## src/hdl/q2e_pkg.sv

```systemverilog
package q2e_pkg;

   localparam int CORDIC_STEPS = 16;
   localparam int SAMPLE_BITS  = 16;

   localparam int QW      = 16;
   localparam int PROD_W  = 2 * QW;
   localparam int SUM_W   = PROD_W + 2;
   localparam int S_W     = 32;
   localparam int N_W     = 61;
   localparam int ROOT_W  = 31;
   localparam int VEC_W   = 37;
   localparam int ANG_W   = 35;
   localparam int BIN_W   = 6;
   localparam int ZQ_W    = SAMPLE_BITS + 1;
   localparam int QSHIFT  = 32 - SAMPLE_BITS;

   typedef struct packed {
      logic signed [SUM_W-1:0] ra;
      logic signed [SUM_W-1:0] rb;
      logic signed [SUM_W-1:0] ya;
      logic signed [SUM_W-1:0] yb;
      logic signed [S_W-1:0]   s;
   } side_type;

   function automatic logic signed [ANG_W-1:0] atan_tab(input int i);
      logic [31:0] v;
      case (i)
         0:  v = 32'h20000000;  1:  v = 32'h12E4051D;  2:  v = 32'h09FB385B;
         3:  v = 32'h051111D4;  4:  v = 32'h028B0D43;  5:  v = 32'h0145D7E1;
         6:  v = 32'h00A2F61E;  7:  v = 32'h00517C55;  8:  v = 32'h0028BE53;
         9:  v = 32'h00145F2E;  10: v = 32'h000A2F98;  11: v = 32'h000517CC;
         12: v = 32'h00028BE6;  13: v = 32'h000145F3;  14: v = 32'h0000A2F9;
         15: v = 32'h0000517C;  16: v = 32'h000028BE;  17: v = 32'h0000145F;
         18: v = 32'h00000A2F;  19: v = 32'h00000517;  20: v = 32'h0000028B;
         21: v = 32'h00000145;  22: v = 32'h000000A2;  23: v = 32'h00000051;
         default: v = 32'h0;
      endcase
      return signed'({{(ANG_W-32){1'b0}}, v});
   endfunction

endpackage

```

## src/hdl/q2e_bin.sv

```systemverilog
module q2e_bin (
   input  logic                                 clock,
   input  logic                                 reset,
   input  logic                                 en,
   input  logic                                 v_i,
   input  logic signed [q2e_pkg::ANG_W-1:0]     ang,
   input  logic                                 half_span,
   input  logic [q2e_pkg::BIN_W-1:0]            bin_cnt,
   output logic                                 v_o,
   output logic [q2e_pkg::BIN_W-1:0]            bin
);
   localparam int AW = q2e_pkg::ANG_W;
   localparam int ZW = q2e_pkg::ZQ_W;
   localparam int PW = ZW + q2e_pkg::BIN_W;

   logic [1:0] v_ff;
   logic signed [AW-1:0] lim, zc;
   logic [AW-1:0] off;
   logic [ZW-1:0] zq_ff, zq_in;
   logic          half_ff;
   logic [PW-1:0] prod;
   logic [q2e_pkg::BIN_W-1:0] bin_ff, bin_in;

   always_comb begin
      lim = half_span ? (AW'(1) <<< 30) : (AW'(1) <<< 31);
      if (ang > lim)
         zc = lim;
      else if (ang < -lim)
         zc = -lim;
      else
         zc = ang;
      off   = AW'(zc + lim);
      zq_in = ZW'(off >> q2e_pkg::QSHIFT);
   end

   always_ff @(posedge clock) begin
      if (en) begin
         zq_ff   <= zq_in;
         half_ff <= half_span;
      end
   end

   always_comb begin
      prod = PW'(zq_ff) * PW'(bin_cnt);
      if (half_ff)
         bin_in = q2e_pkg::BIN_W'(prod >> (q2e_pkg::SAMPLE_BITS - 1));
      else
         bin_in = q2e_pkg::BIN_W'(prod >> q2e_pkg::SAMPLE_BITS);
   end

   always_ff @(posedge clock) begin
      if (en)
         bin_ff <= bin_in;
   end

   always_ff @(posedge clock) begin
      if (reset)
         v_ff <= '0;
      else if (en)
         v_ff <= {v_ff[0], v_i};
   end

   assign v_o = v_ff[1];
   assign bin = bin_ff;
endmodule

```

## config.mk

```make
export PLATFORM = sky130hd
export DESIGN_NAME = q2e_bin
export DESIGN_NICKNAME = d
export VERILOG_FILES = /design/src/hdl/q2e_pkg.sv /design/src/hdl/q2e_bin.sv
export SDC_FILE = /design/constraint.sdc
export NUM_CORES = 1
export LEC_CHECK = 0
export BUFFER_PORTS_ARGS = -buffer_cell sky130_fd_sc_hd__buf_2
export CELL_PAD_IN_SITES_DETAIL_PLACEMENT = 0
export CELL_PAD_IN_SITES_GLOBAL_PLACEMENT = 1
export CORE_UTILIZATION = 42
export DETAILED_ROUTE_END_ITERATION = 10
export PLACE_DENSITY = 0.83
export SKIP_CTS_REPAIR_TIMING = 1
export SLEW_MARGIN = 20
export SYNTH_ARGS = -nofsm -noshare
export SYNTH_HDL_FRONTEND = slang
export SYNTH_SLANG_ARGS = --single-unit
export TNS_END_PERCENT = 5
```

## constraint.sdc

```tcl
create_clock -name clock -period 4.1 [get_ports clock]
set_clock_uncertainty 0.15 [all_clocks]
set_input_delay 0.205 -clock clock [delete_from_list [all_inputs] [get_ports clock]]
set_output_delay 0.205 -clock clock [all_outputs]
set_load 0.02 [all_outputs]
```

==> flow_summary_export.csv, run 1 <==
group,metric,value,unit
outcome,status,"finished, violations left",
outcome,violations,"negative setup slack",
timing,fin_ws,-0.1581,ns
timing,tightest_slew,0.5987,ns
clock_network,cts_buffers,3,
yosys,synth-edff-count,24,
power,power_density,482.6,mW/mm²
detailed_routing,finalWirelength,8979,µm
detailed_routing,routed-wl-met3,163,µm
timing,slew_viol_final,0,
worst_hold_path,min_from,"v_i",
yosys,yosys.cell_types.count,40,
power,finalPower,2429,µW
power,p_leak,0.002381,µW
floorplan,ioPinCount,53,
yosys,synth-seq-area-share,0.1858,
detailed_routing,route.vias.total,3152,
cells_and_area,area_growth,22.95,%
worst_setup_path,r2r_start,"zq_ff[9]$_SDFFCE_PP0P_",
timing,setup_viol,6,
clock_network,htree_levels,1,
grt,grt_max_degree,27,
worst_hold_path,hold_class,"primary input to flop",
detailed_routing,routedWlPerCell,13.96,µm
worst_setup_path,path_max_fanout,5,
clock_network,cts.clk_slew.worst_paths,0.10,ns
worst_setup_path,cp.arrival,4.15,ns
yosys,ys_seq_elements,26,
timing,final-hold-violation-count,0,
yosys,synthFlopType,"edfxtp_1",
timing,fmax,0.2348,GHz
detailed_routing,dr.pass1.iters,4,
placed_design,dp_hpwl,7316,µm
power,p_sw,1089,µW
timing,whs,0.02496,ns
floorplan,num_rows,35,
yosys,syn_inst,427,
timing,setup_tns,-0.7894,ns
power,pwr-share-comb,0.775,
clock_network,cts.sinks,26,
power,pwr-share-seq,0.161,
floorplan,die-width,100.7,µm
timing,period_share,1.039,
timing,grt_setup_unrepaired,"true",
detailed_routing,top_layer,"met4",
floorplan,initial_core_util,0.4389,
power,p_int,1340,µW
floorplan,chipHeight,100.7,µm
power,clockPowerShare,0.064,
timing,fin_crit,4.258,ns
placed_design,place_ws,-0.3008,ns
grt,antenna_found_initial,0,
detailed_routing,viasPerCell,4.902,
placed_design,numPortBuffers,52,
worst_setup_path,end_kind,"flop",
cells_and_area,final_nets,652,
detailed_routing,drt_iter0_markers,101,
clock_network,clk_latency,0.28,ns
yosys,synthesis.nets,564,
cells_and_area,final_core_util,0.5396,
clock_network,cts-root-buf,"clkbuf_8",
yosys,async_reset_ff_frac,0,
worst_setup_path,critPathLaunchType,"flop",
grt,grt.total_usage,0.1883,
detailed_routing,drc,0,
flow_run,max_cap_viol_count,0,
power,vdd_drop_max,0.1893,mV
detailed_routing,ant_nets,0,
floorplan,coreArea,0.009328,mm²
grt,grt_pass1_wl,15230,µm
cells_and_area,diodes,0,
worst_setup_path,cp.required,3.99,ns
placed_design,gp_congestion,0.8379,
floorplan,die-area,0.01015,mm²
detailed_routing,wl_met2,4748,µm
clock_network,cts_tree,"built",
grt,grt_pass1_vias,3452,
timing,max_slew_margin,0.6009,
yosys,syn_area_per_cell,9.588,µm²
worst_setup_path,critical_path_class,"flop to flop",
clock_network,clock_path_buffers,2,
yosys,syn_area,0.004094,mm²
grt,gr-total-overflow,0,
detailed_routing,wl_met1,3943,µm
power,swShare,0.4483,
yosys,yosys_warnings,0,
cells_and_area,drive_above_1_share,0.2704,
worst_setup_path,setup.worst_path.start,"zq_ff[9]$_SDFFCE_PP0P_",
worst max-delay path: stages (launching register included):
cell       delay (ns)
edfxtp_1         0.48
buf_6            0.16
and2_4           0.15
fa_1             0.49
fa_1             0.57
inv_2            0.04
fa_1             0.51
inv_2            0.04
ha_4             0.22
a21o_1           0.18
a21oi_2          0.14
a2bb2oi_2        0.19
o211ai_4         0.12
buf_4            0.16
xor2_1           0.15
mux2_2           0.26
synth_stat cells, types with 2 or more instances:
cell type,count,area share
a211oi_1,2,0.0037
a21o_1,5,0.0092
a21oi_1,18,0.022
and2_1,100,0.15
and2_2,6,0.011
and3_1,3,0.0046
clkbuf_1,9,0.0083
dfxtp_1,2,0.0098
edfxtp_1,24,0.18
fa_1,60,0.29
ha_1,31,0.095
inv_1,76,0.070
mux2_2,2,0.0055
mux2i_1,5,0.012
nand2_1,18,0.017
nand4_1,7,0.011
nor2_1,8,0.0073
nor2b_1,4,0.0061
nor3_1,2,0.0024
nor4_1,8,0.012
o21a_1,2,0.0037
o21ai_0,6,0.0073
o21ai_1,2,0.0024
o22ai_1,2,0.0031
o22ai_2,2,0.0061
xnor2_1,7,0.015
xor2_1,3,0.0064
metal layers:
layer  vias to the layer above  GRT usage
met5                         -          0
met4                         0    0.04125
met3                         8   0.009015
met2                        43     0.3635
met1                      1553     0.2307
li1                       1548          -
placed cells by master (no fill, tap or decap), types with 3 or more instances in the layout:
| cell type | instances |
|---|---|
| o21ai_0 | 5 |
| a21oi_1 | 15 |
| and2_1 | 93 |
| ha_4 | 7 |
| edfxtp_1 | 24 |
| clkbuf_8 | 3 |
| buf_2 | 52 |
| a21o_1 | 5 |
| fa_1 | 60 |
| ha_1 | 23 |
| nand2_1 | 17 |
| nor2b_1 | 4 |
| nor4_1 | 8 |
| o22ai_2 | 3 |
| buf_4 | 37 |
| mux2i_1 | 5 |
| xnor2_1 | 6 |
| inv_2 | 3 |
| nand4_1 | 7 |
| a21oi_2 | 3 |
| and2_2 | 6 |
| nor2_1 | 8 |
| and2_4 | 7 |
| inv_1 | 73 |
| xor2_1 | 3 |
flip-flops by register name, summed over array words and instances (netlist names):
register and count:
bin 6, half_ff 1, v_ff 2, zq_ff 17
cells by family after synthesis:
logic type,synth area share
xor+xnor,0.02140
flops,0.1858
simple gates,0.2307
mux,0.01773
compound gates,0.07824
fa+ha+maj,0.3881
buf+inv,0.07793
through the flow:
| stage | area (µm²) | std cells |
|---|---|---|
| 3_5_place_dp | 4715 | 630 |
| 4_1_cts | 4760 | 634 |
| 6_report | 5034 | 643 |
| 3_3_place_gp | 4715 | 630 |
| 5_1_grt | 5034 | 643 |
| 2_1_floorplan | 4094 | 427 |
path summary, 6_finish.rpt:
kind	cells past startpoint	slack [ns]	endpoint
hold / removal	3	0.02	v_ff[0]$_SDFFE_PP0P_
hold reg to reg	2	0.35	v_ff[1]$_SDFFE_PP0P_
setup reg to reg	15	-0.16	bin[0]$_DFFE_PP_
setup / recovery	15	-0.16	bin[0]$_DFFE_PP_
power groups by stage:
stage | registers [µW] | logic [µW] | clock network [µW]
global route | 398 | 2120 | 167
finish | 392 | 1880 | 154
CTS | 393 | 1580 | 160
global placement | 399 | 1530 | 0
detailed placement | 399 | 1560 | 0
floorplan | 435 | 1060 | 0
layout make-up:
| type | instances | area [µm²] |
|---|---|---|
| well taps | 129 | 161.4 |
| clock inverters | 1 | 3.754 |
| flip-flops and latches | 26 | 760.7 |
| fillers | 851 | 4294 |
| clock buffers | 3 | 41.29 |
| repair buffers | 92 | 570.5 |
| inverters | 76 | 285.3 |
| multi-input cells | 316 | 3211 |
Note: power is estimated with default switching activity, not from simulation.
==> inputs of run 2 (changes only) <==
PLACE_DENSITY = default   (was 0.83)
PLACE_DENSITY_LB_ADDON = 0.05   (was default)
==> run 2 against run 1 <==
Against the previous run: the run still ends with negative setup slack left; fmax is 2.9% higher; worst hold slack got worse by 0.013 ns; register-to-register slack improved by 0.12 ns; sequential share of layout area down 0.52 points; combinational power up 6%; via count up 0.32%; core utilization is 1.9 points higher; critical path type unchanged; critical endpoint is now bin[5]$_DFFE_PP_.
==> flow_summary_export.csv, run 2 (same netlist as run 1, synthesis figures left out) <==
group,metric,value,unit
power,pwr-share-comb,0.765,
power,vdd_drop_max,0.2786,mV
worst_hold_path,min_from,"v_i",
power,p_sw,1151,µW
timing,max_slew_margin,0.5805,
clock_network,clock_path_buffers,2,
worst_setup_path,critical_path_class,"flop to flop",
power,p_int,1469,µW
worst_setup_path,path_max_fanout,5,
cells_and_area,final_cell_mix,"and2_1 (73), inv_1 (70), fa_1 (60), buf_2 (52), buf_4 (39)",
detailed_routing,viasPerCell,4.918,
clock_network,htree_levels,1,
floorplan,initial_core_util,0.4389,
timing,slew_viol_final,0,
floorplan,die-area,0.01015,mm²
flow_run,max_cap_viol_count,0,
timing,tightest_slew,0.6292,ns
power,pwr-share-seq,0.149,
power,p_leak,0.002442,µW
timing,setup_viol,5,
placed_design,dp_hpwl,7670,µm
cells_and_area,diodes,0,
clock_network,cts.clk_slew.worst_paths,0.11,ns
cells_and_area,final_nets,652,
timing,fin_crit,4.139,ns
detailed_routing,drc,0,
worst_setup_path,reg2reg_slack,-0.04,ns
worst_hold_path,hold_class,"primary input to flop",
power,power_density,502.7,mW/mm²
power,swShare,0.4393,
floorplan,num_rows,35,
grt,grt_pass1_wl,15770,µm
worst_setup_path,timing.rr.end,"bin[5]$_DFFE_PP_",
cells_and_area,n_fill_cell,899,
worst_setup_path,setup.worst_path.start,"zq_ff[4]$_SDFFCE_PP0P_",
detailed_routing,dr.pass1.iters,6,
detailed_routing,drt_iter0_markers,101,
cells_and_area,drive_above_1_share,0.3366,
outcome,status,"finished, violations left",
timing,whs,0.01203,ns
cells_and_area,largest_register_ffs,17,
floorplan,chipHeight,100.7,µm
worst_setup_path,cp.arrival,4.03,ns
worst_setup_path,crit_end,"bin[5]$_DFFE_PP_",
clock_network,cts_buffers,3,
detailed_routing,ant_nets,0,
worst_setup_path,cp.required,3.99,ns
floorplan,die-width,100.7,µm
grt,antenna_found_initial,0,
timing,period_share,1.010,
timing,fmax,0.2416,GHz
outcome,violations,"negative setup slack",
detailed_routing,routedWlPerCell,14.73,µm
placed_design,dp_cells,630,
cells_and_area,area_growth,27.29,%
worst_setup_path,r2r_start,"zq_ff[4]$_SDFFCE_PP0P_",
worst_setup_path,critPathLaunchType,"flop",
clock_network,cts_tree,"built",
clock_network,clk_latency,0.28,ns
power,clockPowerShare,0.086,
placed_design,place_ws,-0.2660,ns
placed_design,gp_congestion,0.8259,
timing,final-hold-violation-count,0,
worst_setup_path,end_kind,"flop",
cells_and_area,instances_no_fill,643,
timing,fin_ws,-0.03916,ns
detailed_routing,finalWirelength,9472,µm
cells_and_area,final_common_cell,"and2_1",
grt,grt.total_usage,0.2014,
worst_setup_path,rr_worst_depth,14,
clock_network,cts.sinks,26,
cells_and_area,regMostFlops,"zq_ff",
grt,grt_pass1_vias,3516,
placed_design,numPortBuffers,52,
floorplan,ioPinCount,53,
clock_network,cts-root-buf,"clkbuf_8",
grt,grt_max_degree,27,
floorplan,coreArea,0.009328,mm²
detailed_routing,route.vias.total,3162,
grt,gr-total-overflow,0,
timing,grt_setup_unrepaired,"true",
-- run 2: per-layer routing --
layer	routed length, µm	GRT usage	up-vias
li1	-	-	1544
met2	5216	0.3941	34
met4	168	0.05128	0
met3	119	0.01248	12
met1	3967	0.2375	1572
met5	0	0	-
-- run 2: critical path: stages, from the launching register on --
cell	delay [ns]
edfxtp_1	0.47
and2_4	0.20
fa_1	0.51
inv_2	0.04
fa_1	0.49
fa_1	0.51
inv_1	0.06
ha_4	0.28
nand4_1	0.09
o21ai_2	0.17
a211oi_2	0.10
o41a_1	0.40
o21ai_2	0.20
xnor2_1	0.14
mux2i_1	0.09
-- run 2: power groups by stage --
stage	clock network, µW	logic, µW	registers, µW
CTS	231	1600	391
detailed placement	0	1590	397
floorplan	0	1060	435
finish	225	2000	390
global route	238	2260	397
global placement	0	1580	395
-- run 2: layout make-up --
type / instances / area, µm² / share of cell area
Clock buffer: 3 / 41.29 / 0.007923
Clock inverter: 1 / 30.03 / 0.005762
Inverter: 76 / 285.3 / 0.05474
Multi-Input combinational cell: 316 / 3369 / 0.6466
Sequential cell: 26 / 760.7 / 0.1460
Tap cell: 129 / 161.4 / 0.03097
Timing Repair Buffer: 92 / 563.0 / 0.1080
-- run 2: through the flow --
stage / power, µW / setup TNS [ns] / utilization / area, µm²
floorplan: 1498 / 0 / - / 4094
global placement: 1975 / -1.188 / 0.5054 / 4715
detailed placement: 1983 / -1.292 / 0.5054 / 4715
CTS: 2225 / -1.470 / 0.5131 / 4786
global route: 2895 / -1.214 / 0.5587 / 5211
finish: 2620 / -0.1492 / 0.5587 / 5211
-- run 2: how the worst min path moves through the flow --
stage,endpoint,slack [ns],depth (start not counted)
after global placement,v_ff[1]$_SDFFE_PP0P_,0.23,2
after CTS,v_ff[0]$_SDFFE_PP0P_,-0.08,2
after floorplan,v_ff[0]$_SDFFE_PP0P_,0.13,1
final,v_ff[0]$_SDFFE_PP0P_,0.01,3
after detailed placement,v_ff[1]$_SDFFE_PP0P_,0.24,2
after global routing,v_ff[0]$_SDFFE_PP0P_,0.03,3
==> inputs of run 3 (changes only) <==
clock period = 3.8 ns   (was 4.1 ns; I/O delays follow)
==> run 3 against run 2 <==
Against the previous run: the flow still finishes with violations (negative setup slack); die area stayed put; critical path depth is 1 lower; global-route usage is 0.35 points lower; register-to-register slack worse by 0.27 ns; sequential power is 8.7% higher; clock power is 6% higher; combinational power is 8% higher; total power is 7.8% higher; fmax is 0.71% higher; worst hold slack worse by 0.010 ns; largest cell class unchanged.
==> flow_summary_export.csv, run 3 (same netlist as run 1, synthesis figures left out) <==
group,metric,value,unit
worst_setup_path,crit_top_cell,"fa_1",
detailed_routing,viasPerCell,4.915,
grt,gr-total-overflow,0,
timing,max_slew_margin,0.5767,
power,finalPower,2823,µW
power,power_density,545.0,mW/mm²
detailed_routing,drc,0,
clock_network,cts-root-buf,"clkbuf_8",
power,pwr-share-seq,0.150,
clock_network,clk_latency,0.28,ns
cells_and_area,final_core_util,0.5553,
floorplan,initial_core_util,0.4389,
outcome,violations,"negative setup slack",
cells_and_area,drive_above_1_share,0.3563,
placed_design,numPortBuffers,52,
floorplan,ioPinCount,53,
power,p_leak,0.002434,µW
worst_hold_path,hold_class,"primary input to flop",
clock_network,clock_path_buffers,2,
detailed_routing,dr.pass1.iters,4,
timing,grt_setup_unrepaired,"true",
timing,tightest_slew,0.6349,ns
worst_setup_path,critPathLaunchType,"flop",
outcome,status,"finished, violations left",
placed_design,place_ws,-0.3777,ns
clock_network,cts_tree,"built",
flow_run,max_cap_viol_count,0,
power,pwr-share-comb,0.765,
worst_setup_path,crit_path_top_delay_cell,"fa_1",
cells_and_area,regMostFlops,"zq_ff",
detailed_routing,drt_iter0_markers,76,
cells_and_area,final_nets,646,
worst_setup_path,cp.arrival,4.01,ns
grt,grt.total_usage,0.1979,
clock_network,htree_levels,1,
power,clockPowerShare,0.085,
cells_and_area,final_common_cell,"inv_1",
cells_and_area,diodes,0,
placed_design,gp_congestion,0.7437,
worst_setup_path,end_kind,"flop",
timing,final-hold-violation-count,0,
worst_setup_path,worstPathCellList,"and2_4 > fa_1 > inv_1 > fa_1 > fa_1 > inv_2 > ha_4 > nand4_1 > o21ai_2 > a211oi_2 > o41a_1 > xnor2_2 > mux2_2",
detailed_routing,finalWirelength,8763,µm
grt,grt_pass1_vias,3423,
cells_and_area,final_cell_mix,"inv_1 (68), fa_1 (60), and2_1 (59), buf_2 (52), and2_4 (44)",
clock_network,cts.clk_slew.worst_paths,0.11,ns
timing,fin_crit,4.110,ns
worst_setup_path,worst_path_largest_cell_delay,0.53,ns
timing,slew_viol_final,0,
cells_and_area,area_growth,26.53,%
floorplan,chipHeight,100.7,µm
clock_network,cts.sinks,26,
timing,setup_tns,-1.581,ns
detailed_routing,routedWlPerCell,13.76,µm
grt,antenna_found_initial,0,
cells_and_area,largest_register_ffs,17,
timing,fmax,0.2433,GHz
floorplan,die-area,0.01015,mm²
clock_network,cts_buffers,3,
worst_setup_path,cp.required,3.70,ns
detailed_routing,route.vias.total,3131,
power,swShare,0.4272,
grt,grt_max_degree,27,
timing,whs,0.001556,ns
worst_setup_path,critical_path_class,"flop to flop",
worst_setup_path,path_max_fanout,6,
power,vdd_drop_max,0.2694,mV
floorplan,num_rows,35,
detailed_routing,ant_nets,0,
timing,period_share,1.082,
power,p_int,1617,µW
timing,setup_viol,6,
floorplan,coreArea,0.009328,mm²
timing,fin_ws,-0.3099,ns
floorplan,die-width,100.7,µm
placed_design,dp_hpwl,7420,µm
power,p_sw,1206,µW
cells_and_area,n_fill_cell,862,
grt,grt_pass1_wl,15480,µm
-- run 3: cell count changes in the layout (fill, tap and decap cells not counted), sizes merged --
cell  previous run  this run
buf             91        85
-- run 3: per-stage QoR --
stage               cells  area, µm²
floorplan             427       4378
global route          637       5180
finish                637       5180
CTS                   634       5060
global placement      630       4989
detailed placement    630       4989
-- run 3: worst paths after layout --
path,to,start,slack [ns],cells past startpoint
min reg2reg,v_ff[1]$_SDFFE_PP0P_,v_ff[1]$_SDFFE_PP0P_,0.35,2
min,v_ff[0]$_SDFFE_PP0P_,v_i,0.002,3
max reg2reg,bin[1]$_DFFE_PP_,zq_ff[3]$_SDFFCE_PP0P_,-0.31,13
max,bin[1]$_DFFE_PP_,zq_ff[3]$_SDFFCE_PP0P_,-0.31,13
-- run 3: metal layers --
metal / up-vias / share of wire / GRT usage
met4: 0 / 0.0081 / 0.03679
met2: 22 / 0.56 / 0.4052
met3: 4 / 0.012 / 0.01040
li1: 1538 / - / -
met1: 1567 / 0.42 / 0.2249
met5: - / 0 / 0
-- run 3: final cells by class --
cell class	instances	area, µm²	area share
well taps	129	161.4	0.03116
flip-flops and latches	26	760.7	0.1469
multi-input cells	316	3383	0.6531
clock inverters	1	30.03	0.005797
inverters	76	285.3	0.05507
clock buffers	3	41.29	0.007971
repair buffers	86	518.0	0.1000
-- run 3: power by group through the flow --
stage	Sequential, µW	Clock [µW]	Combinational, µW
after floorplan	471	0	1420
after global routing	430	254	2430
after CTS	424	247	2060
final	424	239	2160
after detailed placement	430	0	2050
after global placement	431	0	2040
-- run 3: worst max-delay path: cells and delay by family, from the launching register on --
family / cells / cell delay [ns]
buffers and inverters: 2 / 0.10
flip-flops: 1 / 0.47
AND/OR/NAND/NOR: 2 / 0.26
AO/OA/AOI/OAI: 3 / 0.70
multiplexers: 1 / 0.26
XOR/XNOR: 1 / 0.17
adder cells (fa/ha/maj): 4 / 1.77
